$ cat src/design/ttv_pkg.sv
// Shared types and constants for the triangle tangent vector core.
// Used by ttv_ctrl, ttv_dp and triangle_tangent_vector_core; no dependencies.
package ttv_pkg;

	// Default parameter values
	localparam int COORD_BITS_DEF = 32;
	localparam int FRAC_BITS_DEF  = 16;

	// Fixed widths
	localparam int OUT_BITS   = 18;
	localparam int THR_BITS   = 16;
	localparam int ADDR_W     = 3;
	localparam int CNT_W      = 6;
	localparam int MUL_W      = 31;
	localparam int SQ_W       = 63;
	localparam int SQRT_STEPS = 32;

	localparam logic [THR_BITS-1:0] THR_RESET = 16'd1074;

	// Word index of the threshold register
	localparam logic REG_DET_THR = 1'b0;

	// Vector being normalized
	typedef enum logic [2:0] {
		OP_E1,
		OP_E2,
		OP_TA,
		OP_TB,
		OP_TN
	} op_t;

	// Datapath micro-operations
	typedef enum logic [4:0] {
		UOP_NONE,
		UOP_CAP0,
		UOP_CAP1,
		UOP_CAP2,
		UOP_LOAD,
		UOP_SHR,
		UOP_SHL,
		UOP_SQ,
		UOP_SQRT_INIT,
		UOP_SQRT,
		UOP_DIV_INIT,
		UOP_DIV,
		UOP_STORE,
		UOP_STORE_ZERO,
		UOP_DET,
		UOP_TV,
		UOP_FALLBACK
	} uop_t;

	typedef struct packed {
		uop_t       uop;
		op_t        op;
		logic [2:0] step;
	} cmd_t;

	typedef struct packed {
		logic zero;
		logic high;
		logic low;
		logic det_small;
		logic out_busy;
	} stat_t;

endpackage

$ cat src/design/ttv_ctrl.sv
// Sequencer for the triangle tangent vector core.
// Depends on ttv_pkg; drives the micro-operations of ttv_dp.
module ttv_ctrl #(
	parameter int FRAC_BITS = ttv_pkg::FRAC_BITS_DEF
) (
	input  logic           clk,
	input  logic           arst_n,
	input  logic           in_valid,
	output logic           in_stall,
	input  ttv_pkg::stat_t stat,
	output ttv_pkg::cmd_t  cmd
);
	import ttv_pkg::*;

	typedef enum logic [3:0] {
		S_IDLE,
		S_LOAD,
		S_SHIFT,
		S_SQ,
		S_SQRT_INIT,
		S_SQRT,
		S_DIV_INIT,
		S_DIV,
		S_STORE,
		S_DET,
		S_THRESH,
		S_TV
	} state_t;

	localparam logic [CNT_W-1:0] DIV_LAST  = CNT_W'(FRAC_BITS);
	localparam logic [CNT_W-1:0] SQRT_LAST = CNT_W'(SQRT_STEPS - 1);

	state_t           state_q;
	logic [CNT_W-1:0] cnt_q;
	op_t              op_q;
	logic [1:0]       vcnt_q;
	logic             zero_q;
	logic             out_block;

	// Result slot must be free before the last store
	assign out_block = stat.out_busy;
	assign in_stall  = (state_q != S_IDLE);

	// Command decode
	always_comb begin
		cmd.uop  = UOP_NONE;
		cmd.op   = op_q;
		cmd.step = cnt_q[2:0];
		unique case (state_q)
			S_IDLE: begin
				if (in_valid) begin
					unique case (vcnt_q)
						2'd1:    cmd.uop = UOP_CAP1;
						2'd2:    cmd.uop = UOP_CAP2;
						default: cmd.uop = UOP_CAP0;
					endcase
				end
			end
			S_LOAD:      cmd.uop = UOP_LOAD;
			S_SHIFT: begin
				if (!stat.zero && stat.high)
					cmd.uop = UOP_SHR;
				else if (!stat.zero && stat.low)
					cmd.uop = UOP_SHL;
			end
			S_SQ:        cmd.uop = UOP_SQ;
			S_SQRT_INIT: cmd.uop = UOP_SQRT_INIT;
			S_SQRT:      cmd.uop = UOP_SQRT;
			S_DIV_INIT:  cmd.uop = UOP_DIV_INIT;
			S_DIV:       cmd.uop = UOP_DIV;
			S_STORE: begin
				if (!(op_q == OP_TN && out_block))
					cmd.uop = zero_q ? UOP_STORE_ZERO : UOP_STORE;
			end
			S_DET:       cmd.uop = UOP_DET;
			S_THRESH: begin
				if (stat.det_small && !out_block)
					cmd.uop = UOP_FALLBACK;
			end
			S_TV:        cmd.uop = UOP_TV;
			default:     cmd.uop = UOP_NONE;
		endcase
	end

	// State, counters and vertex count
	always_ff @(posedge clk or negedge arst_n) begin
		if (!arst_n) begin
			state_q <= S_IDLE;
			cnt_q   <= '0;
			op_q    <= OP_E1;
			vcnt_q  <= 2'd0;
			zero_q  <= 1'b0;
		end else begin
			unique case (state_q)
				S_IDLE: begin
					if (in_valid) begin
						unique case (vcnt_q)
							2'd1: vcnt_q <= 2'd2;
							2'd2: begin
								vcnt_q  <= 2'd0;
								op_q    <= OP_E1;
								state_q <= S_LOAD;
							end
							default: vcnt_q <= 2'd1;
						endcase
					end
				end
				S_LOAD: state_q <= S_SHIFT;
				S_SHIFT: begin
					if (stat.zero) begin
						zero_q  <= 1'b1;
						state_q <= S_STORE;
					end else if (!stat.high && !stat.low) begin
						zero_q  <= 1'b0;
						cnt_q   <= '0;
						state_q <= S_SQ;
					end
				end
				S_SQ: begin
					if (cnt_q == CNT_W'(3))
						state_q <= S_SQRT_INIT;
					else
						cnt_q <= cnt_q + 1'b1;
				end
				S_SQRT_INIT: begin
					cnt_q   <= '0;
					state_q <= S_SQRT;
				end
				S_SQRT: begin
					if (cnt_q == SQRT_LAST)
						state_q <= S_DIV_INIT;
					else
						cnt_q <= cnt_q + 1'b1;
				end
				S_DIV_INIT: begin
					cnt_q   <= '0;
					state_q <= S_DIV;
				end
				S_DIV: begin
					if (cnt_q == DIV_LAST)
						state_q <= S_STORE;
					else
						cnt_q <= cnt_q + 1'b1;
				end
				S_STORE: begin
					if (!(op_q == OP_TN && out_block)) begin
						unique case (op_q)
							OP_E1: begin
								op_q    <= OP_E2;
								state_q <= S_LOAD;
							end
							OP_E2: begin
								op_q    <= OP_TA;
								state_q <= S_LOAD;
							end
							OP_TA: begin
								op_q    <= OP_TB;
								state_q <= S_LOAD;
							end
							OP_TB: begin
								cnt_q   <= '0;
								state_q <= S_DET;
							end
							default: state_q <= S_IDLE;
						endcase
					end
				end
				S_DET: begin
					if (cnt_q == CNT_W'(2))
						state_q <= S_THRESH;
					else
						cnt_q <= cnt_q + 1'b1;
				end
				S_THRESH: begin
					if (stat.det_small) begin
						if (!out_block)
							state_q <= S_IDLE;
					end else begin
						cnt_q   <= '0;
						state_q <= S_TV;
					end
				end
				S_TV: begin
					if (cnt_q == CNT_W'(6)) begin
						op_q    <= OP_TN;
						state_q <= S_LOAD;
					end else begin
						cnt_q <= cnt_q + 1'b1;
					end
				end
				default: state_q <= S_IDLE;
			endcase
		end
	end

endmodule

$ cat config.mk
export PLATFORM = sky130hd
export DESIGN_NAME = ttv_ctrl
export DESIGN_NICKNAME = d
export VERILOG_FILES = /design/src/design/ttv_pkg.sv /design/src/design/ttv_ctrl.sv
export SDC_FILE = /design/constraint.sdc
export NUM_CORES = 1
export LEC_CHECK = 0
export BUFFER_PORTS_ARGS = -buffer_cell sky130_fd_sc_hd__buf_4
export CAP_MARGIN = 15
export CORE_UTILIZATION = 45
export DETAILED_ROUTE_END_ITERATION = 8
export PLACE_DENSITY_LB_ADDON = 0.15
export SLEW_MARGIN = 20
export SYNTH_ARGS = -nofsm -noshare
export SYNTH_HDL_FRONTEND = slang
export SYNTH_SLANG_ARGS = --single-unit
$ cat constraint.sdc
create_clock -name clk -period 2.1 [get_ports clk]
set_input_delay 0.105 -clock clk [delete_from_list [all_inputs] [get_ports clk]]
set_output_delay 0.105 -clock clk [all_outputs]
set_load 0.01 [all_outputs]
==> metrics.csv, run 1 <==
metric,value,unit
dr.pass1.iters,4,
globalRouteTotalUtil,24.57,%
clk_latency,0.29,ns
cp-end-kind,register,
clk_pin_slew,0.11,ns
path_cells,buf_4 > ha_1 > nor4b_4 > buf_4 > a211oi_2 > a221oi_2 > nor3b_2 > mux2_2,
via_per_inst,5.754,
drcViolationCount,0,
layout.nets,230,
grt_max_degree,17,
ys_ff_latch,16,
cts_tree,yes,
synthArstFlopShare,100.0,%
io_pins,20,
critPathLaunchType,register,
arrival,2.28,ns
gp_congestion,0.9065,
antenna_cells,0,
required,2.28,ns
ys_warn_count,0,
syn-num-nets,184,
slowest_delay,0.39,ns
muxShareOfSynthArea,6.223,%
first_iter_violations,71,
die_width,58.72,µm
ant_nets,0,
drv_cap,0,
cts_buffers,3,
fmax,475.9,MHz
drt-total-wl,4097,µm
synthFlopType,dfrtp_1,
synthXorXnorAreaFrac,1.210,%
setup_viol,1,
report.final.slew_viol_count,0,
synth_fa_ha_area_share,4.322,%
peakVddDrop,0.0007172,V
root_buffer,clkbuf_4,
core,3053,µm²
start_util,47.42,%
multi_input_area,949.7,µm²
fin_skew,0.009235,ns
drive_gt1_share,37.96,%
grt_pass1_wl,6341,µm
power,0.002526,W
syn_to_final_growth,31.55,%
worst-slew-pin-transition,0.3696,ns
port_buffers,19,
num_vias,1496,
syn_area,1448,µm²
fillers,278,
status,"complete, but fails checks",
htreeDepth,1,
power.density,1326,nW/µm²
p_leak,0.8401,nW
max-slew-margin-rel,75.17,%
violations,negative setup slack,
seqCellArea,402.9,µm²
hp-class,primary input to register,
dieHeight,58.72,µm
final_core_util,62.38,%
grt_pass1_vias,1363,
design.die.area,3448,µm²
dp_hpwl,3153,µm
grt_overflow,0,
ys_types,57,
cpMaxStageDelayCell,dfrtp_1,
netlist_instances,171,
finalCritPeriodShare,100.1,%
final.setup.worst_slack,-0.001422,ns
period_needed,2.101,ns
grt_antenna_before_repair,0,
wl_per_cell,15.76,µm
hold_violations,0,
synth_compound_area_share,22.64,%
rsz0062_at_grt,yes,
cp_max_fo,3,
cts.sinks,16,
yosysSeqAreaShare,27.66,%
clk_path_buf_depth,2,
synth-edff-count,0,
synth_top_family_by_area,simple AND/OR/NAND/NOR gates,
floorplan.rows,20,
cp_common_cell,buf_4,
yosys.area_share.simple,27.92,%
criticalPathCategory,register to register,
synth_area_per_cell,8.466,µm²
==> placed cells by master (no fill, tap or decap), drive strengths merged, types with 5 or more instances in the layout <==
cell and instances:
mux2 5, dfrtp 16, inv 12, nor3 8, nor2 17, nand2 11
ha 5, a21oi 8, nand3 6, buf 54, o21ai 8
==> critical path: cells and delay by family (launching register included) <==
family / cells / cell delay, ns
compound gates: 2 / 0.36
fa+ha+maj: 1 / 0.15
buf+inv: 2 / 0.29
flops: 1 / 0.39
mux: 1 / 0.36
simple gates: 2 / 0.45
==> layer usage <==
layer	global-route usage (%)	up-vias	wire (µm)
met5	0	-	0
met4	7.823	0	38
met3	3.297	6	286
met2	40.91	61	1992
met1	32.84	712	1779
li1	-	717	-
==> sequential cells by signal (all words and copies together) (netlist names) <==
signal	cells
op_q	3
zero_q	1
cnt_q	6
state_q	4
vcnt_q	2
==> per-stage QoR <==
step / area, µm² / hold WS [ns] / std cells / TNS [ns] / worst slack (ns)
after CTS: 1846 / 0.1080 / 258 / -0.05742 / -0.03079
after detailed placement: 1785 / -0.01906 / 252 / -0.08234 / -0.08172
after global placement: 1785 / -0.02211 / 252 / 0 / 0.01817
final: 1904 / 0.1193 / 260 / -0.001422 / -0.001422
after global routing: 1904 / 0.1075 / 260 / -0.2941 / -0.09474
after floorplan: 1448 / -0.1906 / 171 / 0 / 0.02309
==> synthesized netlist by cell type, types with 3 or more instances <==
| master | number | area share, % |
|---|---|---|
| a21oi_1 | 8 | 2.8 |
| buf_4 | 8 | 4.1 |
| dfrtp_1 | 16 | 28 |
| ha_1 | 5 | 4.3 |
| inv_1 | 12 | 3.1 |
| mux2_2 | 4 | 3.1 |
| mux2i_1 | 3 | 2.1 |
| nand2_1 | 11 | 2.9 |
| nand2b_1 | 3 | 1.3 |
| nand3_1 | 6 | 2.1 |
| nand4_1 | 4 | 1.7 |
| nor2_1 | 17 | 4.4 |
| nor3_1 | 8 | 2.8 |
| nor3b_1 | 3 | 1.6 |
| nor4_1 | 3 | 1.3 |
| o21ai_0 | 8 | 2.8 |
| or3_1 | 4 | 1.7 |
==> cell families after synthesis <==
logic type	Yosys count
xor gates and xnor gates	2
adders and majority gates	5
and+or+nand+nor	72
AOI/OAI and AO/OA	42
buffers and inverters	26
DFF	16
muxes	8
==> cell type report <==
class,count,area share (%)
Multi-Input combinational cell,129,49.87
Clock buffer,4,1.905
Inverter,12,2.365
Sequential cell,16,21.16
Timing Repair Buffer,55,21.81
Tap cell,44,2.891
==> path summary, 6_finish.rpt <==
path	from	endpoint	slack, ns	cells after the start
worst max-delay path	cnt_q[1]	op_q[2]	-0.001	8
worst min-delay path	stat[4]	zero_q	0.12	2
worst max register to register	cnt_q[1]	op_q[2]	-0.001	8
worst min register to register	vcnt_q[1]	vcnt_q[1]	0.55	1
max in group asynchronous	arst_n	state_q[1]	1.69	2
min in group asynchronous	arst_n	cnt_q[5]	0.19	2
==> what timing repair did <==
action / CTS / global route
endpoints found under the hold margin: 16 / 0
resized for setup: 2 / 12
setup buffers: 2 / 2
pin swaps: 1 / 2
endpoints found under the setup margin: 2 / 13
hold buffers: 1 / 0
==> report_power, final <==
| group | total (W) | switching, W | internal, W |
|---|---|---|---|
| Combinational | 0.00180 | 0.000909 | 0.000895 |
| Sequential | 0.000504 | 0.000101 | 0.000404 |
| Clock | 0.000217 | 0.000111 | 0.000106 |
Power figures use the tool's default switching activity.
==> inputs of run 2 (changes only) <==
--- a/config.mk
+++ b/config.mk
@@ -8,6 +8,7 @@
 export BUFFER_PORTS_ARGS = -buffer_cell sky130_fd_sc_hd__buf_4
 export CAP_MARGIN = 15
 export CORE_UTILIZATION = 45
+export CTS_BUF_LIST = sky130_fd_sc_hd__clkbuf_8
 export DETAILED_ROUTE_END_ITERATION = 8
 export PLACE_DENSITY_LB_ADDON = 0.15
 export SLEW_MARGIN = 20
==> constraint.sdc (replaced) <==
create_clock -name clk -period 1.9 [get_ports clk]
set_input_delay 0.095 -clock clk [delete_from_list [all_inputs] [get_ports clk]]
set_output_delay 0.095 -clock clk [all_outputs]
set_load 0.01 [all_outputs]
==> run 2 against run 1 <==
  * Flip-flop and latch count unchanged
  * Via count up 7.6%
  * Setup slack worse by 0.093 ns
  * Critical endpoint is now state_q[3]
  * The flow still finishes with violations (negative setup slack)
  * Clock power up 29%
  * Sequential share of layout area down 2.9 points
  * Utilization up 10 points
  * Clock skew down 0.0071 ns
  * Combinational power up 37%
  * Wire length up 17%
  * Hold slack better by 0.061 ns
  * Power up 31%
==> metrics.csv, run 2 (synthesized netlist as in run 1, its figures left out) <==
metric,value,unit
rsz0062_at_grt,yes,
clk_pin_slew,0.07,ns
path_cells,buf_4 > nand2b_1 > a2111oi_0 > a21oi_1 > nand4_1 > mux2_2,
report.final.slew_viol_count,0,
fillers,234,
floorplan.rows,20,
grt_overflow,0,
critPathLaunchType,register,
most-common-layout-cells,"64 x buf_4, 16 x nor2_1, 13 x dfrtp_1, 11 x nand2_1, 9 x inv_1",
critPathBufInv,1,
dp_hpwl,3271,µm
fmax,501.3,MHz
dr.pass1.iters,4,
cts_buffers,3,
stdcell_area,2211,µm²
layout.nets,246,
syn_to_final_growth,52.72,%
io_pins,20,
multi_input_area,1092,µm²
max-slew-margin-rel,71.68,%
via_per_inst,5.851,
reg2reg_slack,-0.09,ns
finalCritPeriodShare,105.0,%
ant_nets,0,
cp-end-kind,register,
drv_cap,0,
final_common_cell,buf_4,
grt_antenna_before_repair,0,
cpMaxStageDelayCell,dfrtp_2,
hp-class,primary input to register,
required,2.05,ns
die_width,58.72,µm
grt_pass1_vias,1550,
clk_latency,0.26,ns
violations,negative setup slack,
port_buffers,19,
power,0.003311,W
reg_top3,"cnt_q: 6 flops, state_q: 4 flops, op_q: 3 flops",
grt_pass1_wl,7314,µm
grt_max_degree,18,
p_leak,0.9530,nW
dpl_cell_area,1864,µm²
criticalPathCategory,register to register,
arrival,2.14,ns
cp_max_fo,15,
wl_per_cell,17.38,µm
core,3053,µm²
clk_path_buf_depth,2,
regMostFlops,cnt_q,
start_util,47.42,%
final.setup.worst_slack,-0.09471,ns
cts.sinks,16,
root_buffer,clkbuf_8,
power.density,1498,nW/µm²
peakVddDrop,0.0007740,V
drive_gt1_share,49.35,%
cts_tree,yes,
seqCellArea,404.1,µm²
antenna_cells,0,
dieHeight,58.72,µm
slowest_delay,0.45,ns
dp_cells,261,
design.die.area,3448,µm²
path_delay_family,compound AO/OA/AOI/OAI gates,
hold_violations,0,
gp_congestion,0.9144,
first_iter_violations,108,
drt-total-wl,4779,µm
num_vias,1609,
globalRouteTotalUtil,28.31,%
final-instance-count-excl-fill,275,
largest_register_ffs,6,
worst-slew-pin-transition,0.4225,ns
status,"complete, but fails checks",
setup_viol,9,
htreeDepth,1,
period_needed,1.995,ns
fin_skew,0.002145,ns
drcViolationCount,0,
[run 2: changes by cell type in the layout (fill, tap and decap cells not counted), sizes merged]
cell and change:
clkbuf -1, buf +16, clkinvlp +1, inv -1
[run 2: path summary, 6_finish.rpt]
kind,start,endpoint,cells past startpoint
min in group asynchronous,arst_n,state_q[1],2
worst min-delay path,stat[2],zero_q,4
worst max-delay path,state_q[2],state_q[3],6
worst max register to register,state_q[2],state_q[3],6
max in group asynchronous,arst_n,cnt_q[1],2
worst min register to register,zero_q,zero_q,1
[run 2: power by group]
part | leakage (nW) | switching [W] | internal (W) | total, W
combinational | 0.725 | 0.00122 | 0.00126 | 0.00247
sequential | 0.206 | 0.000108 | 0.000449 | 0.000556
clock | 0.0216 | 0.000138 | 0.000141 | 0.000279
[run 2: worst register-to-register path, stage by stage (launching register included)]
cell and delay [ns]:
dfrtp_2 0.45, buf_4 0.22, nand2b_1 0.18, a2111oi_0 0.38, a21oi_1 0.10, nand4_1 0.18, mux2_2 0.37
[run 2: final cells by class]
class	count	area share [%]
inverter	12	2.320
clock buffer	3	1.868
timing repair buffer	71	25.64
tap	44	2.490
sequential	16	18.28
multi-input combinational	129	49.41
[run 2: per-stage QoR]
step           setup WS, ns  hold WS, ns  util, %  TNS, ns
5_1_grt             -0.1497       0.2002    72.42   -1.465
4_1_cts            -0.09190       0.1821    66.15  -0.3197
3_5_place_dp        -0.1890     -0.02292    61.07  -0.9704
6_report           -0.09471       0.1803    72.42  -0.3856
2_1_floorplan       -0.1025      -0.2006        -  -0.1025
3_3_place_gp        -0.2064     -0.02776    61.07   -1.049
[run 2: routing by layer]
| layer | track usage (%) | wire length [µm] | up-vias |
|---|---|---|---|
| li1 | - | - | 752 |
| met1 | 40.74 | 2041 | 764 |
| met2 | 43.51 | 2223 | 82 |
| met3 | 3.516 | 430 | 11 |
| met4 | 9.864 | 83 | 0 |
| met5 | 0 | 0 | - |
[run 2: what timing repair did]
item                       in CTS  in global routing
setup endpoints to repair      14                 17
hold endpoints to repair       16                  0
resized for setup              13                 34
hold buffers                    1                  0
buffers inserted                5                  7
pin swaps                       4                 13
